$ cat src/kda_pkg.sv
// Shared types and constants for the key debounce / auto-repeat block.
// No dependencies; used by every module under src.
package kda_pkg;

    localparam int HISTORY_BITS_DEF = 8;
    localparam int CFG_INDEX_W      = 4;
    localparam int CFG_DATA_W       = 8;

    localparam logic [7:0] CNT_MAX = 8'hff;
    localparam logic [7:0] ONE     = 8'h01;

    typedef enum logic [1:0] {
        CLS_RELEASED  = 2'd0,
        CLS_PRESSED   = 2'd1,
        CLS_UNDECIDED = 2'd2
    } cls_t;

    typedef enum logic [CFG_INDEX_W-1:0] {
        REG_KEY_PRESENT    = 4'd0,
        REG_ENABLE_FLAGS   = 4'd1,
        REG_FILTER_MASK    = 4'd2,
        REG_INVERT_LOGIC   = 4'd3,
        REG_LONG_RELOAD    = 4'd4,
        REG_SHORT_RELOAD   = 4'd5,
        REG_FAST_AFTER     = 4'd6,
        REG_MULTIPLY_AFTER = 4'd7
    } reg_idx_t;

    // enable_flags bit positions
    localparam int EN_KEY      = 0;
    localparam int EN_REPEAT   = 1;
    localparam int EN_FAST     = 2;
    localparam int EN_MULTIPLY = 3;

    localparam logic [0:0] OP_TICK = 1'b0;
    localparam logic [0:0] OP_ACK  = 1'b1;

    typedef struct packed {
        logic       key_present;
        logic [3:0] enable_flags;
        logic [7:0] filter_mask;
        logic       invert_logic;
        logic [7:0] long_reload;
        logic [7:0] short_reload;
        logic [7:0] fast_after;
        logic [7:0] multiply_after;
    } cfg_t;

    typedef struct packed {
        logic       pressed_flag;
        logic       multiply_flag;
        logic [1:0] filtered_state;
        logic [7:0] press_count;
    } result_t;

endpackage

$ cat src/kda_cfg_regs.sv
// Configuration register file for the key debounce block.
// Depends on kda_pkg for the register index codes and cfg_t.
module kda_cfg_regs
(
    input  logic                                clk,
    input  logic                                rst_n,
    input  logic                                cfg_valid,
    input  logic [kda_pkg::CFG_INDEX_W-1:0]     cfg_index,
    input  logic [kda_pkg::CFG_DATA_W-1:0]      cfg_data,
    output kda_pkg::cfg_t                       cfg
);

    kda_pkg::cfg_t cfg_reg;

    always_ff @(posedge clk or negedge rst_n)
    begin
        if (!rst_n)
        begin
            cfg_reg.key_present    <= 1'b0;
            cfg_reg.enable_flags   <= 4'd0;
            cfg_reg.filter_mask    <= 8'd15;
            cfg_reg.invert_logic   <= 1'b0;
            cfg_reg.long_reload    <= 8'd50;
            cfg_reg.short_reload   <= 8'd10;
            cfg_reg.fast_after     <= 8'd5;
            cfg_reg.multiply_after <= 8'd10;
        end
        else if (cfg_valid)
        begin
            unique case (cfg_index)
                kda_pkg::REG_KEY_PRESENT:    cfg_reg.key_present    <= cfg_data[0];
                kda_pkg::REG_ENABLE_FLAGS:   cfg_reg.enable_flags   <= cfg_data[3:0];
                kda_pkg::REG_FILTER_MASK:    cfg_reg.filter_mask    <= cfg_data;
                kda_pkg::REG_INVERT_LOGIC:   cfg_reg.invert_logic   <= cfg_data[0];
                kda_pkg::REG_LONG_RELOAD:    cfg_reg.long_reload    <= cfg_data;
                kda_pkg::REG_SHORT_RELOAD:   cfg_reg.short_reload   <= cfg_data;
                kda_pkg::REG_FAST_AFTER:     cfg_reg.fast_after     <= cfg_data;
                kda_pkg::REG_MULTIPLY_AFTER: cfg_reg.multiply_after <= cfg_data;
                default: ;
            endcase
        end
    end

    assign cfg = cfg_reg;

endmodule

$ cat src/kda_core.sv
// Debounce state and single-pass update logic: history, classifier, timer, counter.
// Depends on kda_pkg for cfg_t, result_t and the class codes.
module kda_core
#(
    parameter int HISTORY_BITS = kda_pkg::HISTORY_BITS_DEF
)
(
    input  logic             clk,
    input  logic             rst_n,
    input  logic             step,
    input  logic             op,
    input  logic             raw,
    input  kda_pkg::cfg_t    cfg,
    output kda_pkg::result_t result
);

    localparam int MW = (HISTORY_BITS > 8) ? HISTORY_BITS : 8;

    logic [HISTORY_BITS-1:0] history_reg, history_next;
    logic [7:0]              timer_reg, timer_next;
    logic [7:0]              count_reg, count_next;
    logic                    held_reg, held_next;
    logic                    multi_reg, multi_next;
    kda_pkg::cls_t           class_reg, class_next;

    logic [MW-1:0]           mask_ext;
    logic [HISTORY_BITS-1:0] mask;
    logic [HISTORY_BITS-1:0] shifted;
    logic [HISTORY_BITS-1:0] masked;
    kda_pkg::cls_t           cls;
    logic [7:0]              count_inc;
    logic [7:0]              timer_load;

    assign mask_ext = MW'(cfg.filter_mask);
    assign mask     = mask_ext[HISTORY_BITS-1:0];
    assign shifted  = {history_reg[HISTORY_BITS-2:0], raw};
    assign masked   = shifted & mask;

    always_comb
    begin
        if (!cfg.enable_flags[kda_pkg::EN_KEY])
            cls = kda_pkg::CLS_RELEASED;
        else if (masked == mask)
            cls = cfg.invert_logic ? kda_pkg::CLS_RELEASED : kda_pkg::CLS_PRESSED;
        else if (masked == '0)
            cls = cfg.invert_logic ? kda_pkg::CLS_PRESSED : kda_pkg::CLS_RELEASED;
        else
            cls = kda_pkg::CLS_UNDECIDED;
    end

    assign count_inc = (count_reg == kda_pkg::CNT_MAX) ? count_reg : count_reg + kda_pkg::ONE;

    always_comb
    begin
        history_next = history_reg;
        timer_next   = timer_reg;
        count_next   = count_reg;
        held_next    = held_reg;
        multi_next   = multi_reg;
        class_next   = class_reg;
        timer_load   = timer_reg;
        if (op == kda_pkg::OP_ACK)
        begin
            held_next  = 1'b0;
            multi_next = 1'b0;
        end
        else
        begin
            history_next = shifted;
            class_next   = cls;
            if (cfg.key_present)
            begin
                case (cls)
                    kda_pkg::CLS_RELEASED:
                    begin
                        held_next  = 1'b0;
                        multi_next = 1'b0;
                        timer_next = '0;
                        count_next = '0;
                    end
                    kda_pkg::CLS_PRESSED:
                    begin
                        if (timer_reg == '0)
                        begin
                            held_next  = 1'b1;
                            count_next = count_inc;
                            if (count_inc > cfg.fast_after && cfg.enable_flags[kda_pkg::EN_FAST])
                                timer_load = cfg.short_reload;
                            else
                                timer_load = cfg.long_reload;
                            if (count_inc > cfg.multiply_after
                                && cfg.enable_flags[kda_pkg::EN_MULTIPLY])
                                multi_next = 1'b1;
                        end
                        // count down after any reload while repeat is enabled
                        if (timer_load != '0 && cfg.enable_flags[kda_pkg::EN_REPEAT])
                            timer_next = timer_load - kda_pkg::ONE;
                        else
                            timer_next = timer_load;
                    end
                    default: ;
                endcase
            end
        end
    end

    always_ff @(posedge clk or negedge rst_n)
    begin
        if (!rst_n)
        begin
            history_reg <= '0;
            timer_reg   <= '0;
            count_reg   <= '0;
            held_reg    <= 1'b0;
            multi_reg   <= 1'b0;
            class_reg   <= kda_pkg::CLS_RELEASED;
        end
        else if (step)
        begin
            history_reg <= history_next;
            timer_reg   <= timer_next;
            count_reg   <= count_next;
            held_reg    <= held_next;
            multi_reg   <= multi_next;
            class_reg   <= class_next;
        end
    end

    assign result.pressed_flag   = held_next;
    assign result.multiply_flag  = multi_next;
    assign result.filtered_state = class_next;
    assign result.press_count    = count_next;

endmodule

$ cat src/kda_out_buf.sv
// Two-entry result buffer that decouples the update stage from the output channel.
// Depends on kda_pkg for result_t.
module kda_out_buf
(
    input  logic             clk,
    input  logic             rst_n,
    input  logic             push,
    input  kda_pkg::result_t push_data,
    input  logic             pop,
    output logic             full,
    output logic             not_empty,
    output kda_pkg::result_t head
);

    logic [1:0]       count_reg, count_next;
    kda_pkg::result_t slot0_reg, slot0_next;
    kda_pkg::result_t slot1_reg, slot1_next;

    always_comb
    begin
        count_next = count_reg;
        slot0_next = slot0_reg;
        slot1_next = slot1_reg;
        if (push && pop)
        begin
            if (count_reg == 2'd1)
                slot0_next = push_data;
            else
            begin
                slot0_next = slot1_reg;
                slot1_next = push_data;
            end
        end
        else if (push)
        begin
            count_next = count_reg + 2'd1;
            if (count_reg == 2'd0)
                slot0_next = push_data;
            else
                slot1_next = push_data;
        end
        else if (pop)
        begin
            count_next = count_reg - 2'd1;
            slot0_next = slot1_reg;
        end
    end

    always_ff @(posedge clk or negedge rst_n)
    begin
        if (!rst_n)
            count_reg <= 2'd0;
        else
            count_reg <= count_next;
    end

    always_ff @(posedge clk)
    begin
        slot0_reg <= slot0_next;
        slot1_reg <= slot1_next;
    end

    assign full      = (count_reg == 2'd2);
    assign not_empty = (count_reg != 2'd0);
    assign head      = slot0_reg;

endmodule

$ cat src/key_debounce_autorepeat_core.sv
// Top level of the key debounce / auto-repeat block.
// Depends on kda_pkg, kda_cfg_regs, kda_core and kda_out_buf.
//
// Usage:
//   Input channel (in_valid / in_stall) carries op and raw_pressed: op 0 is a
//   sample tick, op 1 an acknowledge that clears the pressed and multiply flags.
//   Output channel (out_valid / out_stall) returns one result item per input
//   item: pressed_flag, multiply_flag, filtered_state and press_count.
//   Configuration channel (cfg_valid / cfg_ready, cfg_index, cfg_data) writes
//   one register per handshake; cfg_ready is always high. Write only while idle.
// Timing:
//   An item is taken into an input register, updated in one pass through the
//   classifier, timer and counter logic, and lands in a two-entry result
//   buffer: throughput one item per cycle while out_stall stays low.
//   While the receiver stalls the buffer absorbs up to two results plus one in
//   the input register; then in_stall rises until out_stall drops.
// Reset:
//   rst_n clears all debounce state, empties the buffer and loads the
//   configuration defaults. No clearing pass; items are taken right after reset.
module key_debounce_autorepeat_core
#(
    parameter int HISTORY_BITS = kda_pkg::HISTORY_BITS_DEF
)
(
    input  logic                            clk,
    input  logic                            rst_n,
    input  logic                            in_valid,
    output logic                            in_stall,
    input  logic                            op,
    input  logic                            raw_pressed,
    output logic                            out_valid,
    input  logic                            out_stall,
    output logic                            pressed_flag,
    output logic                            multiply_flag,
    output logic [1:0]                      filtered_state,
    output logic [7:0]                      press_count,
    input  logic                            cfg_valid,
    output logic                            cfg_ready,
    input  logic [kda_pkg::CFG_INDEX_W-1:0] cfg_index,
    input  logic [kda_pkg::CFG_DATA_W-1:0]  cfg_data
);

    kda_pkg::cfg_t    cfg;
    kda_pkg::result_t result;
    kda_pkg::result_t head;

    logic stage_valid_reg;
    logic stage_op_reg;
    logic stage_raw_reg;
    logic buf_full;
    logic buf_not_empty;
    logic accept;
    logic advance;
    logic pop;

    assign cfg_ready = 1'b1;

    kda_cfg_regs u_cfg
    (
        .clk       (clk),
        .rst_n     (rst_n),
        .cfg_valid (cfg_valid),
        .cfg_index (cfg_index),
        .cfg_data  (cfg_data),
        .cfg       (cfg)
    );

    assign advance  = stage_valid_reg && !buf_full;
    assign in_stall = stage_valid_reg && buf_full;
    assign accept   = in_valid && !in_stall;

    always_ff @(posedge clk or negedge rst_n)
    begin
        if (!rst_n)
            stage_valid_reg <= 1'b0;
        else if (accept)
            stage_valid_reg <= 1'b1;
        else if (advance)
            stage_valid_reg <= 1'b0;
    end

    always_ff @(posedge clk)
    begin
        if (accept)
        begin
            stage_op_reg  <= op;
            stage_raw_reg <= raw_pressed;
        end
    end

    kda_core #(.HISTORY_BITS(HISTORY_BITS)) u_core
    (
        .clk    (clk),
        .rst_n  (rst_n),
        .step   (advance),
        .op     (stage_op_reg),
        .raw    (stage_raw_reg),
        .cfg    (cfg),
        .result (result)
    );

    assign pop = buf_not_empty && !out_stall;

    kda_out_buf u_buf
    (
        .clk       (clk),
        .rst_n     (rst_n),
        .push      (advance),
        .push_data (result),
        .pop       (pop),
        .full      (buf_full),
        .not_empty (buf_not_empty),
        .head      (head)
    );

    assign out_valid      = buf_not_empty;
    assign pressed_flag   = head.pressed_flag;
    assign multiply_flag  = head.multiply_flag;
    assign filtered_state = head.filtered_state;
    assign press_count    = head.press_count;

endmodule

$ cat config.mk
export PLATFORM = sky130hd
export DESIGN_NAME = key_debounce_autorepeat_core
export DESIGN_NICKNAME = d
export VERILOG_FILES = /design/src/kda_pkg.sv /design/src/kda_cfg_regs.sv /design/src/kda_core.sv /design/src/kda_out_buf.sv /design/src/key_debounce_autorepeat_core.sv
export SDC_FILE = /design/constraint.sdc
export NUM_CORES = 1
export LEC_CHECK = 0
export BUFFER_PORTS_ARGS = -buffer_cell sky130_fd_sc_hd__buf_2
export CORE_ASPECT_RATIO = 0.6
export CORE_MARGIN = 1
export CORE_UTILIZATION = 25
export CTS_CLUSTER_SIZE = 16
export DETAILED_ROUTE_END_ITERATION = 8
export PLACE_DENSITY = 0.49
export SLEW_MARGIN = 20
export SYNTH_ARGS = -nofsm -noshare
export SYNTH_HDL_FRONTEND = slang
export SYNTH_SLANG_ARGS = --single-unit
$ cat constraint.sdc
create_clock -name clk -period 5.92 [get_ports clk]
set_input_delay 1.184 -clock clk [delete_from_list [all_inputs] [get_ports clk]]
set_output_delay 1.184 -clock clk [all_outputs]
set_load 0.005 [all_outputs]
==> impl_results.md, run 1 <==
* Status: completed
* Grt ovf at 0
* Critical path class: reg -> reg
* I/O pin cnt at 34
* Hold EP: u_core.class_reg[1]
* Period utilization at 79.6%
* Drc violations at 0
* Cell count after synthesis at 468
* Die area at 21,800 um2
* # setup viols final at 0
* Yosys warning count at 0
* Post-Synthesis Cell Area at 5290 um2
* Port bufs at 32
* Critical Path Source Type: flip-flop
* Fin util at 29.6%
* WL final at between 10,000 and 15,000 um
* Slowest cell on the critical path: dfrtp_1
* CP arrival at ~5.0 ns
* Crit-path max cell delay at between 0.4 and 0.5 ns
* Root Buffer: clkbuf_16
* FF+latch count, synth at 102
* Hold Violations, Final at 0
* Hold Buf Count CTS at 0
* Lkg Pwr at 2.52 nW
* Number of global-route vias before repair at 3,502
* CTS buffer count at 9
* Worst Max-Slew Pin Slew at 1.01 ns
* Core Region at 20,400 um2
* First-pass GRT wire length at a little over 20,000 um
* Worst R2R Setup Slack at around 1.2 ns
* Drt pass-1 iters at 4
* Max Fanout on Critical Path at 8
* Routed vias/inst at approximately 4.5
* Pwr Density at 446 nW/um2
* TNS Setup at 0 ns
* Row Count at 40
* Most common cell after layout, fill and taps aside: dfrtp_1
* Fmax at around 0.21 GHz
* Placed Cells incl. Taps at 761
* Reg2reg end: u_core.timer_reg[1]
* Final std cells w/o fill at roughly 800
* Relative slew slack at around a third
* Worst vdd ir at 0.168 mV
* Vias at 3,537
* WP data required at 6.19 ns
* Initial antenna violation count at 0
* Initial Util at 26.0%
* Unique masters post-synth at 60
* Seq/Total Area, Yosys at 51.0%
* Reg clk slew, reported paths at around 0.070 ns
* Fin nets at 542
* Total track usage at between 10% and 20%
* DRT iter0 DRCs at 276
* Layout cell share with drive strength beyond 1 at 26.5%
* Hold-critical path depth at 2
* Most frequent cells in the layout: dfrtp_1 (63), nand2_1 (52), mux2_2 (52), o21ai_0 (32)
* Max-slew violation count at 0
* Avg Synthesized Cell Area at 11.3 um2
* Maxcap violations at 0
* Fillcell total at 2,065
* RSZ-0062 raised after global routing: no
* DR WL/cell at ~16 um
* Worst skew pair latency at between 0.3 and 0.4 ns
* HPWL after DPL at approximately 9400 um
* Critical Path Most Common Cell: nor2_1
* Die height at 115 um
* Mapped Nets at 510
* Setup ws final at 1.21 ns
* Number of synthesized flops with an enable pin at 26
* Main synth FF type: dfrtp_1
* Layout Skew at just over 0.008 ns
* Nature of the critical path endpoint: flip-flop
* Post-route ant nets at 0
* Clock Sinks at ~100
* Hold Crit Start: u_core.class_reg[1]
* CTS tree: yes
* Clk buf depth at 2
* Post-CTS setup buffers at 0
* ANT cells at 0
* Die Wd at about 190 um
* Largest register FFs at 46
* Area growth, synth to finish at 14.0%
* HP Class: reg -> reg
* Reg2reg start: u_core.count_reg[0]
* Final Wtd Congestion at 0.862
* H-Tree Depth at 3
* Cell Chain, Critical Path: ha_1 -> nand2_1 -> nor2_1 -> nand3_1 -> nand4_1 -> xnor2_1 -> ha_1 -> a211oi_2 -> nor2_1 -> nand4bb_2 -> and2_4 -> mux2i_1 -> nor2_1 -> nor2_1 -> ha_1 -> nand4_2 -> o31ai_4 -> mux2_1 -> o21ai_1
* Largest net degree at the start of global routing at 77
* Place WS at 1.29 ns
* Final Critical Period at 4.71 ns
* Async SR Flop Fraction at 74.5%
* Worst r2r path cells at 19
* Cts repair resizes at 0
==> power by group <==
part           internal [mW]  leakage (nW)  switching (mW)
clock                  0.282         0.121           0.254
combinational          0.437          1.21           0.616
sequential             0.979          1.19           0.120
==> cell families (layout without fill, tap and decap cells) <==
kind of cell    Yosys count  in the layout  share of synthesized area (%)
simple gates            130            130                           12.5
flops                   102            102                           51.0
compound gates           98             98                           13.5
mux                      58             58                           12.3
buf+inv                  47             84                           3.66
fa+ha+maj                23             23                           5.44
xor+xnor                  9              9                           1.49
other cells               1              1                         0.0709
==> synthesized netlist by cell type (all sizes together), types with 2 or more instances <==
master    n  share of area [%]
a211oi    2               0.38
a21oi    20                1.9
a22oi     9                1.3
a311oi    5                2.1
and2      7               0.92
and3      2               0.33
buf       4               0.54
clkbuf   11               0.85
dfrtp    63                 30
dfstp    13                6.5
edfxtp   26                 15
ha       23                5.4
inv      32                2.3
mux2     54                 12
mux2i     4               0.76
nand2    52                3.7
nand2b   10                1.2
nand3     6               0.57
nand3b    3               0.43
nand4     8                1.1
nor2     20                1.4
nor2b     4               0.47
nor3      6               0.66
nor3b     4               0.57
nor4      3               0.35
o2111ai   2               0.33
o211a     3               0.57
o211ai    2               0.28
o21a      6               0.85
o21ai    38                3.6
o31ai     3               0.69
o41ai     2               0.33
or2       2               0.24
xnor2     7                1.2
xor2      2               0.33
==> worst max-delay path, delay by kind of cell, from the launching register on <==
family | cells | cell delay (ns)
simple gates | 10 | 1.94
fa+ha+maj | 3 | 0.79
compound gates | 3 | 0.65
mux | 2 | 0.62
flops | 1 | 0.47
xor+xnor | 1 | 0.18
==> how the worst max path moves through the flow <==
| stage | startpoint | to | slack [ns] |
|---|---|---|---|
| after global placement | u_core.count_reg[0] | u_core.timer_reg[1] | 1.62 |
| after floorplan | u_core.count_reg[0] | u_core.timer_reg[1] | 1.80 |
| after detailed placement | u_core.count_reg[0] | u_core.timer_reg[1] | 1.29 |
| after global routing | u_core.count_reg[0] | u_core.timer_reg[1] | 0.87 |
| after CTS | u_core.count_reg[0] | u_core.timer_reg[1] | 1.26 |
| final | u_core.count_reg[0] | u_core.timer_reg[1] | 1.21 |
==> per-stage QoR <==
stage	hold slack, ns	area (um2)	power [mW]
CTS	0.477	6010	2.73
detailed placement	0.458	5750	2.17
finish	0.475	6030	2.69
floorplan	0.440	5290	1.87
global placement	0.453	5750	2.14
global route	0.521	6030	2.90
==> area by class of cell <==
type                            instances  area, um2  share of cell area [%]
Clock buffer                           11        233                    3.86
Clock inverter                          5       27.5                   0.456
Inverter                               32        120                    1.99
Multi-Input combinational cell        319       2400                    39.8
Sequential cell                       102       2700                    44.7
Tap cell                              273        342                    5.66
Timing Repair Buffer                   36        213                    3.53
==> per-layer routing <==
layer	vias up	wire length, um	global-route usage (%)	part of all wire (%)
met1	1722	6830	19.2	55
met2	70	5020	16.4	40
met4	0	30	2.63	0.24
met3	2	604	2.94	4.8
li1	1743	-	-	-
met5	-	0	0	0
Note: power is estimated with default switching activity, not from simulation.
==> run 2, diff against run 1 <==
- clock period: 5.92 -> 4.8 ns (I/O delays scaled with it)
==> impl_results.md, run 2 (synthesis gave the netlist of run 1 again) <==
* I/O pin cnt at 34
* CP arrival at approximately 4.8 ns
* Final Wtd Congestion at 0.862
* Post-route ant nets at 0
* Drc violations at 0
* HP Class: reg -> reg
* Total track usage at 12.3%
* Critical Path Source Type: flip-flop
* Relative slew slack at a little over a third
* Pwr Density at 568 nW/um2
* Row Count at 40
* Hold Buf Count CTS at 0
* Nature of the critical path endpoint: flip-flop
* Maxcap violations at 0
* Routed vias/inst at ~4.6
* Fmax at roughly 0.22 GHz
* Drt pass-1 iters at 5
* Place WS at 0.178 ns
* Fin util at 29.8%
* Reg2reg end: u_core.timer_reg[1]
* Clk buf depth at 2
* First-pass GRT wire length at 20,200 um
* Area growth, synth to finish at 14.7%
* Vias at about 3,600
* Layout Skew at 0.00957 ns
* Die area at approximately 22,000 um2
* Worst skew pair latency at 0.35 ns
* Number of global-route vias before repair at 3,515
* Period utilization at approximately 94%
* Worst vdd ir at 0.200 mV
* ANT cells at 0
* CP endpoint: u_core.timer_reg[1]
* Layout cell share with drive strength beyond 1 at 27.2%
* Critical path class: reg -> reg
* Setup ws final at ~0.28 ns
* HPWL after DPL at 9440 um
* WL final at between 10,000 and 15,000 um
* Worst r2r path cells at 17
* Most frequent cells in the layout: dfrtp_1 (62), nand2_1 (52), mux2_2 (52), o21ai_0 (32)
* Initial Util at between 20% and 30%
* Root Buffer: clkbuf_16
* Hold Crit Start: u_core.class_reg[1]
* CTS buffer count at 9
* Cts repair resizes at 0
* Die Wd at 190 um
* Grt ovf at 0
* Final Critical Period at between 4 and 5 ns
* Lkg Pwr at 2.54 nW
* Worst-case hold slack at 0.481 ns
* Largest net degree at the start of global routing at 77
* H-Tree Depth at 3
* Worst Setup SP: u_core.count_reg[0]
* DR WL/cell at around 16 um
* Reg2reg start: u_core.count_reg[0]
* Hold Violations, Final at 0
* WP data required at between 5 and 6 ns
* Fillcell total at 2,060
* Status: completed
* Clock Sinks at 102
* Reg clk slew, reported paths at 0.07 ns
* Fin nets at 541
* Largest register FFs at between 40 and 50
* Worst Max-Slew Pin Slew at between 0.9 and 1 ns
* Worst R2R Setup Slack at between 0.2 and 0.3 ns
* Core Region at 20,400 um2
* Most common cell after layout, fill and taps aside: dfrtp_1
* # setup viols final at 0
* Port bufs at 32
* Die height at 115 um
* DRT iter0 DRCs at 288
* Max-slew violation count at 0
* Initial antenna violation count at 0
* Post-CTS setup buffers at 0
* CTS tree: yes
* Max Fanout on Critical Path at 8
run 2: worst max-delay path: stages, from the launching register on:
cell	delay, ns
dfrtp_2	0.43
ha_1	0.24
nand2_1	0.11
nor2_1	0.20
nand3_2	0.20
nand4_1	0.19
xnor2_1	0.18
ha_1	0.30
a211oi_2	0.19
nor2_1	0.10
nand4bb_2	0.34
and2_4	0.26
a311oi_2	0.47
ha_1	0.27
nand4_2	0.14
o31ai_4	0.32
mux2_1	0.36
o21ai_1	0.12
run 2: area by class of cell:
class / instances / area, um2 / area share (%)
sequential: 102 / 2700 / 44.5
multi-input combinational: 319 / 2410 / 39.7
tap: 273 / 342 / 5.63
clock buffer: 12 / 236 / 3.90
timing repair buffer: 35 / 189 / 3.11
inverter: 32 / 120 / 1.98
clock inverter: 4 / 72.6 / 1.20
run 2: through the flow:
stage,area [um2],std cells,power (mW),setup TNS [ns]
after floorplan,5290,468,2.31,0
after global placement,5750,761,2.64,0
after detailed placement,5750,761,2.68,0
after CTS,6050,777,3.48,0
after global routing,6070,777,3.69,-0.00696
final,6070,777,3.45,0
run 2: power by group:
part | total [mW] | internal (mW) | switching [mW]
Combinational | 1.30 | 0.538 | 0.764
Clock | 0.784 | 0.458 | 0.326
Sequential | 1.36 | 1.21 | 0.152
run 2: worst min path at each step:
stage	cells after the start	slack, ns	end
after floorplan	2	0.44	u_core.class_reg[1]
after global placement	2	0.45	u_core.class_reg[1]
after detailed placement	2	0.47	u_core.class_reg[1]
after CTS	2	0.48	u_core.class_reg[1]
after global routing	1	0.53	u_cfg.cfg[30]
final	2	0.48	u_core.class_reg[1]
run 2: per-layer routing:
layer | vias up | wire length (um) | track usage [%]
met5 | - | 0 | 0
met4 | 0 | 86 | 3.12
met3 | 7 | 490 | 2.82
met2 | 64 | 4960 | 16.3
met1 | 1778 | 7130 | 19.4
li1 | 1739 | - | -
==> run 3, diff against run 2 <==
- CORE_UTILIZATION: 25 -> 40
- PLACE_DENSITY: 0.49 -> 0.65
==> impl_results.md, run 3 (synthesis gave the netlist of run 1 again) <==
* Clk buf depth at 2
* CP arrival at 4.77 ns
* DR WL/cell at 17.0 um
* DRT iter0 DRCs at 299
* Number of global-route vias before repair at around 3,500
* Comb pwr share at 38.8%
* Largest register FFs at between 40 and 50
* Fmax at 0.222 GHz
* Sequential Power Share at 39.8%
* Row Count at 32
* Most frequent cells in the layout: dfrtp_1 (63), nand2_1 (52), mux2_2 (52), o21ai_0 (32)
* Layout Skew at 0.0108 ns
* Reg clk slew, reported paths at 0.07 ns
* Final Critical Period at 4.50 ns
* Hold Violations, Final at 0
* HP Class: reg -> reg
* Clock Sinks at 102
* Reg2reg start: u_core.count_reg[0]
* Initial antenna violation count at 1
* Max-slew violation count at 0
* Nature of the critical path endpoint: flip-flop
* Pwr Density at around 570 nW/um2
* Root Buffer: clkbuf_16
* Maxcap violations at 0
* Relative slew slack at approximately 30%
* Placed Area at 5620 um2
* Port bufs at 32
* Hold-critical path depth at 2
* Post-route ant nets at 0
* Area growth, synth to finish at 12.3%
* Most common cell after layout, fill and taps aside: dfrtp_1
* Core Region at ~13,000 um2
* Layout cell share with drive strength beyond 1 at between 20% and 30%
* Worst r2r path cells at 19
* Worst skew pair latency at 0.35 ns
* Top delay family on crit path: simple AND/OR/NAND/NOR gates
* Die area at 13,700 um2
* H-Tree Depth at 3
* Finished layout cell area at 5950 um2
* Period utilization at 93.7%
* Worst R2R Setup Slack at 0.30 ns
* Lkg Pwr at around 2.5 nW
* Clock power share at a little over a fifth
* Cell Chain, Critical Path: ha_1 -> nand2_1 -> nor2_1 -> nand3_2 -> nand4_1 -> xnor2_1 -> ha_1 -> and4_1 -> nand4_1 -> o311a_4 -> and2_4 -> mux2i_2 -> nor2_1 -> nor2_2 -> ha_1 -> nand4_2 -> o31ai_4 -> mux2_1 -> o21ai_1
* First-pass GRT wire length at 19,100 um
* Internal power component at 2.16 mW
* Status: completed
* ANT cells at 0
* I/O pin cnt at 34
* Post-CTS setup buffers at 0
* Worst vdd ir at 0.265 mV
* Hold Buf Count CTS at 0
* TNS Setup at 0 ns
* WP data required at ~5.1 ns
* Drt pass-1 iters at 4
* Largest net degree at the start of global routing at 77
* Slowest cell on the critical path: dfrtp_1
* CTS buffer count at 9
* NetSw at 1.25 mW
* HPWL after DPL at 8450 um
* Sw Ratio at between 30% and 40%
* RSZ-0062 raised after global routing: no
* Reg2reg end: u_core.timer_reg[1]
* Fin util at 46.1%
* Critical path class: reg -> reg
* Vias at 3,667
* Place WS at 0.276 ns
* Hold EP: u_core.class_reg[1]
* Max Fanout on Critical Path at 8
* Fin nets at 541
* Grt ovf at 0
* Crit-path max cell delay at 0.46 ns
* Critical Path Most Common Cell: ha_1
* WL final at about 11,000 um
* Total power at around 3.4 mW
* Worst Max-Slew Pin Slew at 1.05 ns
* Routed vias/inst at 5.44
* Drc violations at 0
* Critical Path Source Type: flip-flop
* Die height at 91.1 um
* Initial Util at 41.1%
* Setup ws final at 0.303 ns
* CTS tree: yes
* Final Wtd Congestion at 0.851
* Die Wd at 151 um
* # setup viols final at 0
* Total track usage at 18.3%
* Worst path bufs/invs at 0
* Hold Crit Start: u_core.class_reg[1]
-- run 3: area by class of cell --
class | instances | area [um2]
fill | 1212 | 6950
clock buffer | 10 | 250
multi-input combinational | 319 | 2430
tap | 170 | 213
clock inverter | 6 | 51.3
inverter | 32 | 120
sequential | 102 | 2700
timing repair buffer | 35 | 185
-- run 3: power by group through the flow --
| stage | Combinational [mW] | Clock, mW | Sequential [mW] |
|---|---|---|---|
| 2_1_floorplan | 0.984 | 0 | 1.33 |
| 3_3_place_gp | 1.26 | 0 | 1.36 |
| 3_5_place_dp | 1.29 | 0 | 1.37 |
| 4_1_cts | 1.30 | 0.748 | 1.35 |
| 5_1_grt | 1.46 | 0.782 | 1.39 |
| 6_report | 1.32 | 0.732 | 1.36 |
-- run 3: worst max-delay path by stage --
stage                        start                   to  slack [ns]  cells after the start
5_1_grt        u_core.count_reg[0]  u_core.timer_reg[1]       0.007                     19
2_1_floorplan  u_core.count_reg[0]  u_core.timer_reg[1]        0.68                     17
4_1_cts        u_core.count_reg[0]  u_core.timer_reg[1]        0.22                     19
3_3_place_gp   u_core.count_reg[0]  u_core.timer_reg[1]        0.52                     16
3_5_place_dp   u_core.count_reg[0]  u_core.timer_reg[1]        0.28                     19
6_report       u_core.count_reg[0]  u_core.timer_reg[1]        0.30                     19
-- run 3: metal layers --
| layer | share of wire [%] | up-vias | track usage [%] |
|---|---|---|---|
| met3 | 4.9 | 7 | 3.87 |
| met1 | 53 | 1833 | 28.7 |
| met4 | 0.41 | 0 | 3.87 |
| met2 | 42 | 83 | 25.5 |
| li1 | - | 1744 | - |
| met5 | 0 | - | 0 |
-- run 3: worst min-delay path, stage by stage, from the launching register on --
cell,delay [ns]
dfrtp_1,0.34
nand2_1,0.05
nand2_1,0.06
-- run 3: through the flow --
step,std cells,hold WS (ns)
4_1_cts,674,0.482
5_1_grt,674,0.509
6_report,674,0.476
3_5_place_dp,658,0.465
2_1_floorplan,468,0.440
3_3_place_gp,658,0.453
-- run 3: timing repair --
action | in CTS | in global routing
gates resized for setup | 0 | 4
endpoints found under the hold margin | 0 | 0
setup endpoints to repair | 0 | 4
